### src/sv/imgup2x_pkg.sv
// ----------------------------------------------------------------------------
// imgup2x_pkg
// Shared types, widths and the per-channel mean used by the 2x upscaler.
// ----------------------------------------------------------------------------
package imgup2x_pkg;

    localparam int CHAN_W      = 8;
    localparam int COORD_W     = 11;
    localparam int CFG_W       = 11;
    localparam int CFG_WIDE_W  = 13;
    localparam int WIDTH_RST   = 1024;
    localparam int SLOT_N      = 4;

    typedef logic [CHAN_W-1:0]  chan_t;
    typedef logic [COORD_W-1:0] coord_t;

    typedef struct packed {
        chan_t red;
        chan_t green;
        chan_t blue;
    } rgb_t;

    typedef struct packed {
        rgb_t   px;
        rgb_t   left;
        rgb_t   above_left;
        rgb_t   above;
        coord_t row2;
        coord_t col2;
        logic   has_above;
        logic   has_left;
    } item_t;

    function automatic chan_t mean_chan(input chan_t a, input chan_t b);
        logic [CHAN_W:0] sum;
        sum = {1'b0, a} + {1'b0, b};
        return sum[CHAN_W:1];
    endfunction

    function automatic rgb_t mean_rgb(input rgb_t a, input rgb_t b);
        rgb_t res;
        res.red   = mean_chan(a.red, b.red);
        res.green = mean_chan(a.green, b.green);
        res.blue  = mean_chan(a.blue, b.blue);
        return res;
    endfunction

endpackage

### src/sv/imgup2x_interp.sv
// ----------------------------------------------------------------------------
// imgup2x_interp
// Forms the interpolated pixels of one input item and sends its writes one
// per cycle, while m_axis is not stalled, through a registered output stage.
// ----------------------------------------------------------------------------
module imgup2x_interp
    import imgup2x_pkg::*;
(
    input  logic        clk,
    input  logic        rst_n,
    input  logic        in_valid,
    output logic        in_ready,
    input  item_t       in_item,
    output logic        m_axis_tvalid,
    input  logic        m_axis_tready,
    output logic [47:0] m_axis_tdata,
    output logic        m_axis_tlast
);

    logic [SLOT_N-1:0] mask_reg, mask_next, new_mask, low_bit;
    rgb_t              corner_reg, vert_reg, horiz_reg, orig_reg;
    coord_t            row2_reg, col2_reg;
    logic              out_valid_reg;
    coord_t            out_row_reg, out_col_reg;
    rgb_t              out_px_reg;
    logic              out_last_reg;
    logic              out_load, emit, last_slot, take;
    coord_t            sel_row, sel_col;
    rgb_t              sel_px, horiz_mean;

    assign out_load  = !out_valid_reg || m_axis_tready;
    assign emit      = (mask_reg != '0) && out_load;
    assign low_bit   = mask_reg & (~mask_reg + SLOT_N'(1));
    assign last_slot = (mask_reg & (mask_reg - SLOT_N'(1))) == '0;
    assign in_ready  = (mask_reg == '0) || (out_load && last_slot);
    assign take      = in_valid && in_ready;

    assign horiz_mean = mean_rgb(in_item.left, in_item.px);
    assign new_mask   = {1'b1, in_item.has_left, in_item.has_above,
                         in_item.has_above && in_item.has_left};

    always_comb
    begin
        if (mask_reg[0])
        begin
            sel_row = row2_reg - COORD_W'(1);
            sel_col = col2_reg - COORD_W'(1);
            sel_px  = corner_reg;
        end
        else if (mask_reg[1])
        begin
            sel_row = row2_reg - COORD_W'(1);
            sel_col = col2_reg;
            sel_px  = vert_reg;
        end
        else if (mask_reg[2])
        begin
            sel_row = row2_reg;
            sel_col = col2_reg - COORD_W'(1);
            sel_px  = horiz_reg;
        end
        else
        begin
            sel_row = row2_reg;
            sel_col = col2_reg;
            sel_px  = orig_reg;
        end
    end

    always_comb
    begin
        mask_next = mask_reg;
        if (emit)
        begin
            mask_next = mask_reg & ~low_bit;
        end
        if (take)
        begin
            mask_next = new_mask;
        end
    end

    always_ff @(posedge clk or negedge rst_n)
    begin
        if (!rst_n)
        begin
            mask_reg      <= '0;
            out_valid_reg <= 1'b0;
        end
        else
        begin
            mask_reg <= mask_next;
            if (out_load)
            begin
                out_valid_reg <= emit;
            end
        end
    end

    always_ff @(posedge clk)
    begin
        if (take)
        begin
            corner_reg <= mean_rgb(mean_rgb(in_item.above_left, in_item.above), horiz_mean);
            vert_reg   <= mean_rgb(in_item.above, in_item.px);
            horiz_reg  <= horiz_mean;
            orig_reg   <= in_item.px;
            row2_reg   <= in_item.row2;
            col2_reg   <= in_item.col2;
        end
        if (emit)
        begin
            out_row_reg  <= sel_row;
            out_col_reg  <= sel_col;
            out_px_reg   <= sel_px;
            out_last_reg <= last_slot;
        end
    end

    assign m_axis_tvalid = out_valid_reg;
    assign m_axis_tlast  = out_last_reg;
    assign m_axis_tdata  = {2'b00, out_px_reg.blue, out_px_reg.green, out_px_reg.red,
                            out_col_reg, out_row_reg};

endmodule

### config.mk
export PLATFORM = sky130hd
export DESIGN_NAME = imgup2x_interp
export DESIGN_NICKNAME = d
export VERILOG_FILES = /design/src/sv/imgup2x_pkg.sv /design/src/sv/imgup2x_interp.sv
export SDC_FILE = /design/constraint.sdc
export NUM_CORES = 1
export LEC_CHECK = 0
export BUFFER_PORTS_ARGS = -buffer_cell sky130_fd_sc_hd__buf_2
export CAP_MARGIN = 20
export CORE_ASPECT_RATIO = 1.75
export CORE_MARGIN = 5
export CORE_UTILIZATION = 63
export CTS_BUF_LIST = sky130_fd_sc_hd__clkbuf_2 sky130_fd_sc_hd__clkbuf_4 sky130_fd_sc_hd__clkbuf_8
export CTS_CLUSTER_DIAMETER = 40
export CTS_CLUSTER_SIZE = 30
export DETAILED_ROUTE_END_ITERATION = 8
export GPL_TIMING_DRIVEN = 1
export PLACE_DENSITY_LB_ADDON = 0.25
export SLEW_MARGIN = 40
export SYNTH_ARGS = -nofsm -noshare
export SYNTH_HDL_FRONTEND = slang
export SYNTH_SLANG_ARGS = --single-unit
### constraint.sdc
create_clock -name clk -period 15.97 [get_ports clk]
set_input_delay 1.597 -clock clk [delete_from_list [all_inputs] [get_ports clk]]
set_output_delay 1.597 -clock clk [all_outputs]
set_load 0.02 [all_outputs]
==> reports/metrics.csv <==
metric,value,unit
Crit path max-delay family,simple AND/OR/NAND/NOR gates,
most used flip-flop cell after synthesis,edfxtp_1,
post-cts repair resize count,0,
Yosys top cell area share,49.98,%
routed len/inst,17.07,µm
I/O pins,175,
# rows,60,
mapped cell area,9913,µm²
1st-pass router iterations,5,
ANT cells,0,
first-pass GRT wire length,33550,µm
htree depth,4,
Die W,104.8,µm
DRT antenna net count,0,
port bufs,172,
total chip power,1.762,mW
register area share after synthesis,51.24,%
Max Cap Viol,0,
share of flip-flops with an asynchronous set or reset,2.941,%
initial detailed-routing violation count,288,
Post-CTS Setup Inserts,0,
antenna violations before repair,3,
die area,18440,µm²
synthesized flop and latch total,170,
Fill cells,1089,
Pleak,4.806,nW
number of synthesized flops with an enable pin,165,
CTS Hold Bufs,0,
largest net degree at the start of global routing,72,
area of the core,15460,µm²
Highest Clock Rate,0.2199,GHz
total congestion overflow,0,
RSZ-0062 raised after global routing,false,
status,"finished, final reports clean",
Final Hold Viols,0,
Worst EP arrival,2.95,ns
Worst Hold Class,register to register,
Yosys cell types,69,
CP Max Fanout,8,
CP Cell Sequence,buf_2 > nor2b_1 > maj3_1 > o21a_1 > o22a_1 > inv_1 > buf_2,
Root Driver,clkbuf_8,
CP dominant cell by count,buf_2,
setup_tns,0,ns
Setup crit end kind,output pin,
worst vdd ir,0.09115,mV
DR vias,7063,
Worst Setup Start Kind,primary input,
clk_lat worst skew,0.46,ns
Total Nets Final,1239,
Num CTS Buffers,17,
period utilization,28.47,%
Detail Placement HPWL,15850,µm
"Slowest-stage cell, CP",nor2b_1,
Finished Layout Cells,1220,
area grow syn2layout,15.20,%
Crit path required time,14.37,ns
clk_skew,0.01208,ns
CP max stage delay,0.47,ns
Post-route DRC,0,
Initial Util,64.10,%
Placed Cells,1188,
die height,175.9,µm
via/cell ratio,5.789,
Mean Syn Cell Area,11.79,µm²
Post-Route WL,20830,µm
CTS tree,built,
Worst Hold Margin,0.5425,ns
Cells after Synth,841,
Util after Layout,73.84,%
Worst Max-Slew Pin Slew,0.6637,ns
Worst-path clk slew,0.10,ns
vias in the first global route,7426,
cell taking the most area after synthesis,edfxtp_1,
# clock sinks,170,
top post-synthesis cells by area,"edfxtp_1 (50%), ha_1 (10%), xnor2_1 (4.4%), o21ai_0 (3.0%), a21oi_1 (2.6%)",
CP Buf/Inv Count,3,
Setup Crit Path Kind,primary input to output pin,
Max Root-Sink Buffers,2,
Slew headroom,55.55,%
Pins Over Slew Limit,0,
Placer Congestion,0.8447,
layout cell share with drive strength beyond 1,22.53,%
Syn. warnings,0,
P per Cell Area,154.3,nW/µm²
global-route usage over all layers,22.58,%
final setup violation count,0,
crit path time final,4.547,ns
[final cells by class]
type / count / area [µm²] / share of cell area [%]
Inverter: 61 / 229.0 / 2.005
Multi-Input combinational cell: 593 / 4564 / 39.97
Timing Repair Buffer: 178 / 909.6 / 7.965
Clock buffer: 17 / 234.0 / 2.049
Tap cell: 186 / 232.7 / 2.038
Sequential cell: 170 / 5081 / 44.49
Clock inverter: 15 / 168.9 / 1.479
[synthesized netlist by cell type, types with 4 or more instances]
cell / instances
a21boi_0: 4
a21o_1: 21
a21oi_1: 52
a22oi_1: 19
a31o_2: 8
a31oi_1: 4
clkbuf_1: 12
dfrtp_1: 5
edfxtp_1: 165
fa_1: 12
ha_1: 82
inv_1: 61
mux2i_1: 19
nand2_1: 43
nand2b_1: 15
nand3b_1: 6
nor2_1: 48
nor2b_1: 16
nor3_1: 5
nor3b_1: 6
o21a_1: 14
o21ai_0: 60
o21bai_1: 11
o31a_1: 5
or3_1: 11
or4_1: 4
xnor2_1: 50
xor2_1: 28
[stage by stage]
stage                     cell area [µm²]  worst slack (ns)
after CTS                           11420             11.42
after global routing                11420             11.32
after global placement              11000             11.41
after detailed placement            11010             11.32
after floorplan                      9917             7.462
final                               11420             11.42
[layer usage]
| layer | global-route usage [%] | part of all wire [%] |
|---|---|---|
| met5 | 0 | 0.24 |
| met4 | 8.587 | 2.3 |
| met3 | 4.793 | 5.6 |
| met2 | 42.72 | 56 |
| met1 | 24.17 | 36 |
[cell families after synthesis]
logic type	Yosys count	share of synthesized area (%)
AO/OA/AOI/OAI	222	14.62
AND/OR/NAND/NOR	174	9.024
flip-flops	170	51.24
adder cells (fa/ha/maj)	97	13.08
buffers and inverters	79	3.080
XOR/XNOR	78	6.891
multiplexers	20	2.032
other	1	0.03783
[cell usage in the layout (no fill, tap or decap), drive strengths merged, types with 11 or more instances in the layout]
cell	netlist	routed
a21o	22	22
a21oi	53	53
a22oi	19	19
buf	6	178
clkbuf	12	17
edfxtp	165	165
fa	12	12
ha	82	82
inv	61	69
mux2i	19	19
nand2	43	43
nand2b	15	15
nor2	48	48
nor2b	16	16
o21a	14	14
o21ai	62	62
o21bai	11	11
or3	11	11
xnor2	50	50
xor2	28	28
[tightest hold or removal path: cells and delay by family, from the launching register on]
family,cells,cell delay (ns)
compound gates,1,0.06
flops,1,0.33
simple gates,1,0.04
[power by group]
| part | total [mW] | internal (mW) | leakage (nW) | switching (mW) |
|---|---|---|---|---|
| Clock | 0.302 | 0.120 | 0.202 | 0.183 |
| Sequential | 0.794 | 0.733 | 1.63 | 0.0606 |
| Combinational | 0.666 | 0.243 | 2.98 | 0.422 |
| Total | 1.76 | 1.10 | 4.81 | 0.666 |
[worst paths after layout]
check,from,end,slack (ns),cells past startpoint
max,m_axis_tready,in_ready,11.42,7
min,corner_reg[12],m_axis_tdata[34],0.54,2
max reg2reg,mask_reg[2],out_col_reg[9],12.75,7
min reg2reg,corner_reg[12],m_axis_tdata[34],0.54,2
max in group asynchronous,rst_n,mask_reg[0],14.89,1
min in group asynchronous,rst_n,mask_reg[2],0.93,1
Power figures use the tool's default switching activity.
